$ cat src/rtl/cbc_pkg.sv
`timescale 1ns / 1ps
// ----------------------------------------------------------------------------
// cbc_pkg
// Shared types and constants for the passive cell balancing controller.
// ----------------------------------------------------------------------------
package cbc_pkg;

    localparam int SEGMENTS_DEF = 10;
    localparam int CELLS_DEF    = 14;

    localparam int VOLT_W     = 16;
    localparam int TICK_W     = 32;
    localparam int MASK_W     = 14;
    localparam int LOC_W      = 4;
    localparam int CFG_IDX_W  = 2;
    localparam int CFG_DATA_W = 32;

    localparam logic CMD_REPORT = 1'b0;
    localparam logic CMD_TICK   = 1'b1;

    localparam logic [CFG_IDX_W-1:0] CFG_THRESHOLD = 2'd0;
    localparam logic [CFG_IDX_W-1:0] CFG_SETTLE    = 2'd1;
    localparam logic [CFG_IDX_W-1:0] CFG_BALANCE   = 2'd2;

    localparam logic [VOLT_W-1:0] THRESHOLD_RST = 16'd100;
    localparam logic [TICK_W-1:0] SETTLE_RST    = 32'd30000;
    localparam logic [TICK_W-1:0] BALANCE_RST   = 32'd300000;

    typedef enum logic [1:0] {
        MODE_DISABLED = 2'd0,
        MODE_SETTLE   = 2'd1,
        MODE_BALANCE  = 2'd2
    } mode_t;

    typedef enum logic [2:0] {
        ST_CLEAR,
        ST_IDLE,
        ST_WALK,
        ST_TAIL,
        ST_EMIT
    } state_t;

    typedef enum logic [1:0] {
        TICK_PLAIN,
        TICK_WALK,
        TICK_MASKS
    } tick_kind_t;

    typedef struct packed {
        logic              cmd;
        logic [LOC_W-1:0]  cell_segment;
        logic [LOC_W-1:0]  cell_index;
        logic [VOLT_W-1:0] cell_voltage;
        logic              cell_valid;
        logic              enable;
        logic [LOC_W-1:0]  min_segment;
        logic [LOC_W-1:0]  min_index;
        logic [VOLT_W-1:0] min_voltage;
        logic [VOLT_W-1:0] max_voltage;
    } item_t;

    typedef struct packed {
        logic [1:0]        mode;
        logic [LOC_W-1:0]  leader_segment;
        logic [LOC_W-1:0]  leader_index;
        logic [VOLT_W-1:0] imbalance;
        logic [LOC_W-1:0]  mask_segment;
        logic [MASK_W-1:0] discharge_mask;
        logic              mask_present;
        logic              last;
    } result_t;

    typedef struct packed {
        logic report_wr;
        logic tick_load;
        logic clear_step;
        logic walk_step;
        logic emit_step;
    } dp_cmd_t;

    typedef struct packed {
        tick_kind_t tick_kind;
        logic       addr_last;
        logic       emit_last;
    } dp_status_t;

endpackage

$ cat src/rtl/cbc_ctrl.sv
`timescale 1ns / 1ps
// ----------------------------------------------------------------------------
// cbc_ctrl
// Sequencer: store clear after reset, cell walk and result emission.
// ----------------------------------------------------------------------------
module cbc_ctrl
    import cbc_pkg::*;
(
    input  logic       clk,
    input  logic       rst_n,
    input  logic       start,
    input  logic       item_cmd,
    input  dp_status_t status,
    output dp_cmd_t    cmd,
    output logic       busy
);

    state_t state_reg;
    state_t state_next;

    always_ff @(posedge clk or negedge rst_n)
    begin
        if (!rst_n)
        begin
            state_reg <= ST_CLEAR;
        end
        else
        begin
            state_reg <= state_next;
        end
    end

    always_comb
    begin
        state_next = state_reg;
        cmd        = '0;
        busy       = 1'b1;
        unique case (state_reg)
            ST_CLEAR:
            begin
                cmd.clear_step = 1'b1;
                if (status.addr_last)
                begin
                    state_next = ST_IDLE;
                end
            end
            ST_IDLE:
            begin
                busy = 1'b0;
                if (start)
                begin
                    if (item_cmd == CMD_REPORT)
                    begin
                        cmd.report_wr = 1'b1;
                    end
                    else
                    begin
                        cmd.tick_load = 1'b1;
                        state_next = (status.tick_kind == TICK_WALK) ? ST_WALK : ST_EMIT;
                    end
                end
            end
            ST_WALK:
            begin
                cmd.walk_step = 1'b1;
                if (status.addr_last)
                begin
                    state_next = ST_TAIL;
                end
            end
            ST_TAIL:
            begin
                state_next = ST_EMIT;
            end
            ST_EMIT:
            begin
                cmd.emit_step = 1'b1;
                if (status.emit_last)
                begin
                    state_next = ST_IDLE;
                end
            end
            default:
            begin
                state_next = ST_IDLE;
            end
        endcase
    end

endmodule

$ cat src/rtl/cbc_datapath.sv
`timescale 1ns / 1ps
// ----------------------------------------------------------------------------
// cbc_datapath
// Cell store, mode timers, leader, mask computation and result register.
// ----------------------------------------------------------------------------
module cbc_datapath
    import cbc_pkg::*;
#(
    parameter int SEGMENTS = SEGMENTS_DEF,
    parameter int CELLS    = CELLS_DEF
)
(
    input  logic                  clk,
    input  logic                  rst_n,
    input  item_t                 item,
    input  dp_cmd_t               cmd,
    output dp_status_t            status,
    input  logic                  cfg_wr,
    input  logic [CFG_IDX_W-1:0]  cfg_index,
    input  logic [CFG_DATA_W-1:0] cfg_data,
    output result_t               result,
    output logic                  strobe
);

    localparam int DEPTH  = SEGMENTS * CELLS;
    localparam int ADDR_W = (DEPTH > 1) ? $clog2(DEPTH) : 1;
    localparam int SEG_W  = (SEGMENTS > 1) ? $clog2(SEGMENTS) : 1;
    localparam int CELL_W = (CELLS > 1) ? $clog2(CELLS) : 1;

    // configuration
    logic [VOLT_W-1:0] thr_reg;
    logic [TICK_W-1:0] settle_reg;
    logic [TICK_W-1:0] balance_reg;

    // control state
    mode_t             mode_reg,        mode_next;
    logic [TICK_W-1:0] elapsed_reg,     elapsed_next;
    logic [LOC_W-1:0]  leader_seg_reg,  leader_seg_next;
    logic [LOC_W-1:0]  leader_cell_reg, leader_cell_next;
    logic [VOLT_W-1:0] leader_volt_reg, leader_volt_next;
    logic [MASK_W-1:0] mask_reg [SEGMENTS];
    logic [MASK_W-1:0] mask_next [SEGMENTS];
    logic              emit_masks_reg;
    logic [ADDR_W-1:0] addr_cnt_reg,    addr_cnt_next;
    logic [SEG_W-1:0]  seg_cnt_reg,     seg_cnt_next;
    logic [CELL_W-1:0] cell_cnt_reg,    cell_cnt_next;
    logic [SEG_W-1:0]  emit_cnt_reg,    emit_cnt_next;
    logic              eval_reg;
    logic              strobe_reg;

    // payload
    logic [VOLT_W-1:0] imb_reg;
    logic [VOLT_W:0]   rd_reg;
    logic [SEG_W-1:0]  seg_d_reg;
    logic [CELL_W-1:0] cell_d_reg;
    result_t           result_reg,      result_next;

    logic [VOLT_W:0]   cell_mem [DEPTH];

    // tick evaluation
    tick_kind_t        kind;
    mode_t             mode_t_val;
    logic [TICK_W-1:0] elapsed_inc;
    logic [TICK_W-1:0] elapsed_t_val;
    logic [LOC_W-1:0]  lseg_t, lcell_t;
    logic [VOLT_W-1:0] lvolt_t;

    logic              rep_in_range;
    logic [ADDR_W-1:0] rep_addr;
    logic              mem_we;
    logic [ADDR_W-1:0] mem_waddr;
    logic [VOLT_W:0]   mem_wdata;
    logic              leader_match;
    logic              hit;
    logic              cnt_step;

    assign elapsed_inc = (elapsed_reg == '1) ? elapsed_reg : elapsed_reg + 1'b1;

    always_comb
    begin
        kind          = TICK_PLAIN;
        mode_t_val    = mode_reg;
        elapsed_t_val = elapsed_reg;
        lseg_t        = leader_seg_reg;
        lcell_t       = leader_cell_reg;
        lvolt_t       = leader_volt_reg;
        case (mode_reg)
            MODE_SETTLE:
            begin
                if (!item.enable)
                begin
                    mode_t_val = MODE_DISABLED;
                end
                else if (elapsed_inc >= settle_reg)
                begin
                    lseg_t        = item.min_segment;
                    lcell_t       = item.min_index;
                    lvolt_t       = item.min_voltage;
                    elapsed_t_val = '0;
                    mode_t_val    = MODE_BALANCE;
                    kind          = TICK_WALK;
                end
                else
                begin
                    elapsed_t_val = elapsed_inc;
                end
            end
            MODE_BALANCE:
            begin
                if (!item.enable)
                begin
                    lseg_t     = '0;
                    lcell_t    = '0;
                    lvolt_t    = '0;
                    mode_t_val = MODE_DISABLED;
                    kind       = TICK_MASKS;
                end
                else if (elapsed_inc >= balance_reg)
                begin
                    elapsed_t_val = '0;
                    mode_t_val    = MODE_SETTLE;
                    kind          = TICK_MASKS;
                end
                else
                begin
                    elapsed_t_val = elapsed_inc;
                end
            end
            default:
            begin
                if (item.enable)
                begin
                    elapsed_t_val = '0;
                    mode_t_val    = MODE_SETTLE;
                end
            end
        endcase
    end

    // store write and walk evaluation
    assign rep_in_range = (int'(item.cell_segment) < SEGMENTS)
                       && (int'(item.cell_index) < CELLS);
    assign rep_addr     = ADDR_W'(int'(item.cell_segment) * CELLS + int'(item.cell_index));
    assign mem_we       = cmd.clear_step || (cmd.report_wr && rep_in_range);
    assign mem_waddr    = cmd.clear_step ? addr_cnt_reg : rep_addr;
    assign mem_wdata    = cmd.clear_step ? '0 : {item.cell_valid, item.cell_voltage};

    assign leader_match = (int'(seg_d_reg) == int'(leader_seg_reg))
                       && (int'(cell_d_reg) == int'(leader_cell_reg));
    assign hit = eval_reg && rd_reg[VOLT_W] && !leader_match
              && ({1'b0, rd_reg[VOLT_W-1:0]} >= ({1'b0, leader_volt_reg} + {1'b0, thr_reg}));

    assign cnt_step = cmd.clear_step || cmd.walk_step;

    always_comb
    begin
        mode_next        = mode_reg;
        elapsed_next     = elapsed_reg;
        leader_seg_next  = leader_seg_reg;
        leader_cell_next = leader_cell_reg;
        leader_volt_next = leader_volt_reg;
        addr_cnt_next    = addr_cnt_reg;
        seg_cnt_next     = seg_cnt_reg;
        cell_cnt_next    = cell_cnt_reg;
        emit_cnt_next    = emit_cnt_reg;
        for (int s = 0; s < SEGMENTS; s++)
        begin
            mask_next[s] = mask_reg[s];
        end

        if (cmd.tick_load)
        begin
            mode_next        = mode_t_val;
            elapsed_next     = elapsed_t_val;
            leader_seg_next  = lseg_t;
            leader_cell_next = lcell_t;
            leader_volt_next = lvolt_t;
            addr_cnt_next    = '0;
            seg_cnt_next     = '0;
            cell_cnt_next    = '0;
            emit_cnt_next    = '0;
            if (kind != TICK_PLAIN)
            begin
                for (int s = 0; s < SEGMENTS; s++)
                begin
                    mask_next[s] = '0;
                end
            end
        end
        else
        begin
            if (cnt_step)
            begin
                addr_cnt_next = addr_cnt_reg + 1'b1;
                if (cell_cnt_reg == CELL_W'(CELLS - 1))
                begin
                    cell_cnt_next = '0;
                    seg_cnt_next  = seg_cnt_reg + 1'b1;
                end
                else
                begin
                    cell_cnt_next = cell_cnt_reg + 1'b1;
                end
            end
            if (cmd.emit_step)
            begin
                emit_cnt_next = emit_cnt_reg + 1'b1;
            end
            if (hit)
            begin
                for (int s = 0; s < SEGMENTS; s++)
                begin
                    for (int i = 0; i < MASK_W; i++)
                    begin
                        if ((int'(seg_d_reg) == s) && (int'(cell_d_reg) == i))
                        begin
                            mask_next[s][i] = 1'b1;
                        end
                    end
                end
            end
        end
    end

    assign status.tick_kind = kind;
    assign status.addr_last = (addr_cnt_reg == ADDR_W'(DEPTH - 1));
    assign status.emit_last = emit_masks_reg ? (emit_cnt_reg == SEG_W'(SEGMENTS - 1)) : 1'b1;

    always_comb
    begin
        result_next                = result_reg;
        result_next.mode           = mode_reg;
        result_next.leader_segment = leader_seg_reg;
        result_next.leader_index   = leader_cell_reg;
        result_next.imbalance      = imb_reg;
        result_next.mask_segment   = emit_masks_reg ? LOC_W'(emit_cnt_reg) : '0;
        result_next.discharge_mask = emit_masks_reg ? mask_reg[emit_cnt_reg] : '0;
        result_next.mask_present   = emit_masks_reg;
        result_next.last           = status.emit_last;
    end

    always_ff @(posedge clk or negedge rst_n)
    begin
        if (!rst_n)
        begin
            thr_reg         <= THRESHOLD_RST;
            settle_reg      <= SETTLE_RST;
            balance_reg     <= BALANCE_RST;
            mode_reg        <= MODE_DISABLED;
            elapsed_reg     <= '0;
            leader_seg_reg  <= '0;
            leader_cell_reg <= '0;
            leader_volt_reg <= '0;
            for (int s = 0; s < SEGMENTS; s++)
            begin
                mask_reg[s] <= '0;
            end
            emit_masks_reg  <= 1'b0;
            addr_cnt_reg    <= '0;
            seg_cnt_reg     <= '0;
            cell_cnt_reg    <= '0;
            emit_cnt_reg    <= '0;
            eval_reg        <= 1'b0;
            strobe_reg      <= 1'b0;
        end
        else
        begin
            if (cfg_wr)
            begin
                unique case (cfg_index)
                    CFG_THRESHOLD: thr_reg     <= cfg_data[VOLT_W-1:0];
                    CFG_SETTLE:    settle_reg  <= cfg_data[TICK_W-1:0];
                    CFG_BALANCE:   balance_reg <= cfg_data[TICK_W-1:0];
                    default:       ;
                endcase
            end
            mode_reg        <= mode_next;
            elapsed_reg     <= elapsed_next;
            leader_seg_reg  <= leader_seg_next;
            leader_cell_reg <= leader_cell_next;
            leader_volt_reg <= leader_volt_next;
            for (int s = 0; s < SEGMENTS; s++)
            begin
                mask_reg[s] <= mask_next[s];
            end
            if (cmd.tick_load)
            begin
                emit_masks_reg <= (kind != TICK_PLAIN);
            end
            addr_cnt_reg    <= addr_cnt_next;
            seg_cnt_reg     <= seg_cnt_next;
            cell_cnt_reg    <= cell_cnt_next;
            emit_cnt_reg    <= emit_cnt_next;
            eval_reg        <= cmd.walk_step;
            strobe_reg      <= cmd.emit_step;
        end
    end

    always_ff @(posedge clk)
    begin
        if (cmd.tick_load)
        begin
            imb_reg <= (item.max_voltage > item.min_voltage)
                     ? item.max_voltage - item.min_voltage : '0;
        end
        if (cmd.walk_step)
        begin
            seg_d_reg  <= seg_cnt_reg;
            cell_d_reg <= cell_cnt_reg;
        end
        if (cmd.emit_step)
        begin
            result_reg <= result_next;
        end
    end

    // cell store: valid flag above the voltage
    always_ff @(posedge clk)
    begin
        if (mem_we)
        begin
            cell_mem[mem_waddr] <= mem_wdata;
        end
        if (cmd.walk_step)
        begin
            rd_reg <= cell_mem[addr_cnt_reg];
        end
    end

    assign result = result_reg;
    assign strobe = strobe_reg;

endmodule

$ cat src/rtl/cell_balancing_controller.sv
`timescale 1ns / 1ps
// ----------------------------------------------------------------------------
// cell_balancing_controller
// Passive balancing controller: cell store, mode timers and discharge masks.
// ----------------------------------------------------------------------------
// Usage:
//   item channel: an item is taken at a clock edge with start high and busy
//   low. A cell report (cmd 0) is written into the cell store in that cycle
//   and gives no result; busy stays low, so reports may come every cycle.
//   A tick (cmd 1) gives one result, or SEGMENTS results when masks change.
//   Results appear on result for one cycle each with strobe high; the
//   receiver cannot stall, and the results of one tick come back to back.
//   Plain tick: busy only in ST_EMIT, where its one result is registered.
//   Mask clear tick (balance expiry, disable): one emit step per segment.
//   Leader tick: the walk reads one store entry per cycle from a single
//   port across all entries, then ST_TAIL and one emit step per segment.
//   cfg channel: always ready; index 0 threshold, 1 settle ticks,
//   2 balance ticks, other indexes ignored. Write only while idle.
//   Reset: after rst_n is released all SEGMENTS*CELLS store entries are
//   swept to invalid, with busy high; config writes still taken.
// ----------------------------------------------------------------------------
module cell_balancing_controller
    import cbc_pkg::*;
#(
    parameter int SEGMENTS = SEGMENTS_DEF,
    parameter int CELLS    = CELLS_DEF
)
(
    input  logic                  clk,
    input  logic                  rst_n,
    input  logic                  start,
    output logic                  busy,
    input  item_t                 item,
    output logic                  strobe,
    output result_t               result,
    input  logic                  cfg_valid,
    output logic                  cfg_ready,
    input  logic [CFG_IDX_W-1:0]  cfg_index,
    input  logic [CFG_DATA_W-1:0] cfg_data
);

    dp_cmd_t    cmd;
    dp_status_t status;

    assign cfg_ready = 1'b1;

    cbc_ctrl u_ctrl (
        .clk      (clk),
        .rst_n    (rst_n),
        .start    (start),
        .item_cmd (item.cmd),
        .status   (status),
        .cmd      (cmd),
        .busy     (busy)
    );

    cbc_datapath #(
        .SEGMENTS (SEGMENTS),
        .CELLS    (CELLS)
    ) u_datapath (
        .clk       (clk),
        .rst_n     (rst_n),
        .item      (item),
        .cmd       (cmd),
        .status    (status),
        .cfg_wr    (cfg_valid && cfg_ready),
        .cfg_index (cfg_index),
        .cfg_data  (cfg_data),
        .result    (result),
        .strobe    (strobe)
    );

`ifndef SYNTH
    a_burst_contiguous: assert property (@(posedge clk) disable iff (!rst_n)
        strobe && !result.last |=> strobe)
        else $error("result burst broken");

    a_report_silent: assert property (@(posedge clk) disable iff (!rst_n)
        start && !busy && (item.cmd == CMD_REPORT) |=> !strobe)
        else $error("result after cell report");

    a_plain_single: assert property (@(posedge clk) disable iff (!rst_n)
        strobe && !result.mask_present |-> result.last)
        else $error("plain result not last");

    a_mask_last_seg: assert property (@(posedge clk) disable iff (!rst_n)
        strobe && result.mask_present && result.last
            |-> result.mask_segment == LOC_W'(SEGMENTS - 1))
        else $error("mask burst ends early");
`endif

endmodule
$ cat config.mk
export PLATFORM = sky130hd
export DESIGN_NAME = cell_balancing_controller
export DESIGN_NICKNAME = d
export VERILOG_FILES = /design/src/rtl/cbc_pkg.sv /design/src/rtl/cbc_ctrl.sv /design/src/rtl/cbc_datapath.sv /design/src/rtl/cell_balancing_controller.sv
export SDC_FILE = /design/constraint.sdc
export NUM_CORES = 2
export LEC_CHECK = 0
export BUFFER_PORTS_ARGS = -buffer_cell sky130_fd_sc_hd__buf_2
export CAP_MARGIN = 10
export CORE_UTILIZATION = 63
export DETAILED_ROUTE_END_ITERATION = 16
export PLACE_DENSITY = 0.8
export REMOVE_ABC_BUFFERS = 1
export SYNTH_ARGS = -nofsm -noshare
export SYNTH_HDL_FRONTEND = slang
export SYNTH_SLANG_ARGS = --single-unit
$ cat constraint.sdc
create_clock -name clk -period 6.3 [get_ports clk]
set_clock_uncertainty 0.1 [all_clocks]
set_input_delay 0.63 -clock clk [delete_from_list [all_inputs] [get_ports clk]]
set_output_delay 0.63 -clock clk [all_outputs]
set_load 0.02 [all_outputs]
==> impl_results.md <==
- Status: finished, final reports clean
- VDD IR max: 0.4159 mV
- Post-synth top flop: edfxtp_1
- Fraction of final layout cells sized beyond drive strength 1: 28.16%
- Site row count: 153
- Total number of vias: 59835
- Synth top area cells: edfxtp_1, mux4_2, dfrtp_1
- Final Hold Viols: 0
- Post-DP HPWL: 158100 um
- Worst skew pair latency: 0.94 ns
- Worst-Margin Slew: 1.419 ns
- DP Worst Slack: 1.011 ns
- Clock sink count: 2771
- Synth area leader: edfxtp_1
- Max reg flops: 2380
- Rel. slew slack: 5.198%
- Post-route cell area: 125300 um2
- Ys async rst share: 10.97%
- Post-layout util: 71.78%
- Synthesized area: 111200 um2
- Setup violators final: 0
- Syn Area/Cell: 20.38 um2
- Sequential area share after synthesis: 73.48%
- Max cap viols: 0
- Max Clock Freq: 183.3 MHz
- Final Wtd Congestion: 0.8895
- RSZ-0062 raised after global routing: false
- Global Route Usage Sum: 33.07%
- Type of the tightest min-delay check: primary input to register
- H-tree Lvls: 5
- PD cells: 452.5 nW/um2
- CP Launch Type: register
- Post-synth top area share: 66.62%
- Routed len/inst: 34.69 um
- Initial drt markers: 9454
- WP data required: 7.02 ns
- Nets: 6152
- Arr. time, crit path: 6.18 ns
- Clock Root Buffer: clkbuf_16
- Height of the die: 422.1 um
- Period utilisation layout: 86.61%
- Area grow syn2layout: 12.70%
- Vias in the first global route: 60792
- Clock transition at path regs: 0.06 ns
- Ys Warns: 0
- Yosys cell types: 76
- Yosys reg bits: 2771
- Overflow after GRT: 0
- DRT antenna net count: 0
- Setup crit end kind: register
- Vias per cell: 7.087
- WS Path Type: register to register
- PnR worst setup slack: 0.8437 ns
- Largest net degree at the start of global routing: 117
- Die width: 422.1 um
- Cells after Synth: 5455
- Commonest cells after routing, fill and taps aside: edfxtp_1, mux4_2, clkbuf_16
- Initial antenna violation count: 20
- Pleak: 42.91 nW
- Placement Cell Area: 115900 um2
- First-pass GRT wire length: 421900 um
- Min Tclk post-route: 5.456 ns
- Setup TNS Final: 0 ns
- Port Buf Inserts: 152
- Commonest non-fill, non-tap cell in the layout: edfxtp_1
- Max-slew violation count: 0
- Post-synth EDFFs: 2467
- Core area: 174600 um2
- Routed Wire Length: 292900 um
- Largest fanout on the critical path: 50
- CTS max path bufs: 4
- CTS buffer count: 283
- Initial DRT Pass Iterations: 10
- Die footprint: 178200 um2
- I/O Pins: 154
- CTS tree: yes
- DRC errors left: 0
- Initial Util: 63.69%
- Post-CTS sizing: 0
## report_power, final
part           total (W)  internal (W)  switching (W)
clock network     0.0164       0.00945        0.00692
logic             0.0169       0.00633         0.0106
registers         0.0234        0.0226       0.000803
total             0.0567        0.0384         0.0183
## path summary, 6_finish.rpt
check / startpoint / endpoint / cells past startpoint / slack [ns]
max in group asynchronous: rst_n / u_datapath.addr_cnt_reg[1] / 3 / 4.38
max: u_datapath.elapsed_reg[14] / u_datapath.mask_reg[76] / 16 / 0.84
min: cfg_data[3] / u_datapath.settle_reg[3] / 2 / 0.03
min reg2reg: u_datapath.imb_reg[8] / u_datapath.result[28] / 0 / 0.32
max reg2reg: u_datapath.elapsed_reg[14] / u_datapath.mask_reg[76] / 16 / 0.84
min in group asynchronous: rst_n / u_datapath.mask_reg[10] / 2 / 0.22
## cell usage after synthesis (35+ instances only)
| cell type | n |
|---|---|
| edfxtp_1 | 2467 |
| mux4_2 | 753 |
| dfrtp_1 | 286 |
| nor2_1 | 232 |
| a22o_1 | 168 |
| clkbuf_1 | 153 |
| nand2_1 | 148 |
| a21oi_1 | 131 |
| ha_1 | 130 |
| inv_1 | 121 |
| buf_2 | 101 |
| mux2_2 | 83 |
| a22oi_1 | 62 |
| and2_1 | 45 |
| xnor2_1 | 44 |
| mux2i_1 | 37 |
| nand4_1 | 35 |
| o21ai_0 | 35 |
| xor2_1 | 35 |
## metrics by stage
| stage | cells | total power, W | hold slack [ns] |
|---|---|---|---|
| finish | 8443 | 0.05670 | 0.03192 |
| global route | 8439 | 0.05794 | 0.008171 |
| CTS | 8436 | 0.05635 | 0.007237 |
| detailed placement | 7893 | 0.03965 | 0.3063 |
| global placement | 7893 | 0.03910 | 0.3008 |
| floorplan | 5164 | 0.03307 | 0.2344 |
## layout make-up
cell class / count / area, um2
Antenna cell: 6 / 15.01
Clock buffer: 349 / 7685
Clock inverter: 138 / 1166
Fill cell: 9419 / 49270
Inverter: 122 / 465.4
Multi-Input combinational cell: 2271 / 27870
Sequential cell: 2771 / 81720
Tap cell: 2325 / 2909
Timing Repair Buffer: 461 / 3481
## critical path: stages (launching register included)
cell and delay, ns:
dfrtp_1 0.46, nand4_1 0.27, or3_1 0.50, o311ai_1 0.57, nor2_1 0.21, nand3_1 0.17, xnor2_1 0.18, ha_1 0.30
a21oi_1 0.18, o21ai_0 0.13, a221oi_1 0.36, o211ai_1 0.23, a211oi_2 0.47, nor2_1 0.16, o21ai_4 0.57, buf_12 0.31
a22o_1 0.19
## cell families after synthesis
group,synth area share [%]
xor gates and xnor gates,0.6222
DFF,73.48
AOI/OAI and AO/OA,3.636
buffers and inverters,1.576
muxes,16.42
other,0.003372
adders and majority gates,1.589
and+or+nand+nor,2.665
## metal layers
layer	part of all wire (%)	vias to the layer above	wire (um)	global-route usage (%)
met1	34	30761	99650	43.00
met3	12	1046	34340	8.459
met5	0.040	-	118	0.1882
met4	5.6	18	16540	16.08
met2	49	4646	142200	52.70
li1	-	23364	-	-
## timing repair
action,CTS,global route
hold buffers,56,0
endpoints found under the setup margin,0,0
buffers inserted,0,0
hold endpoints to repair,180,0
Note: power is estimated with default switching activity, not from simulation.
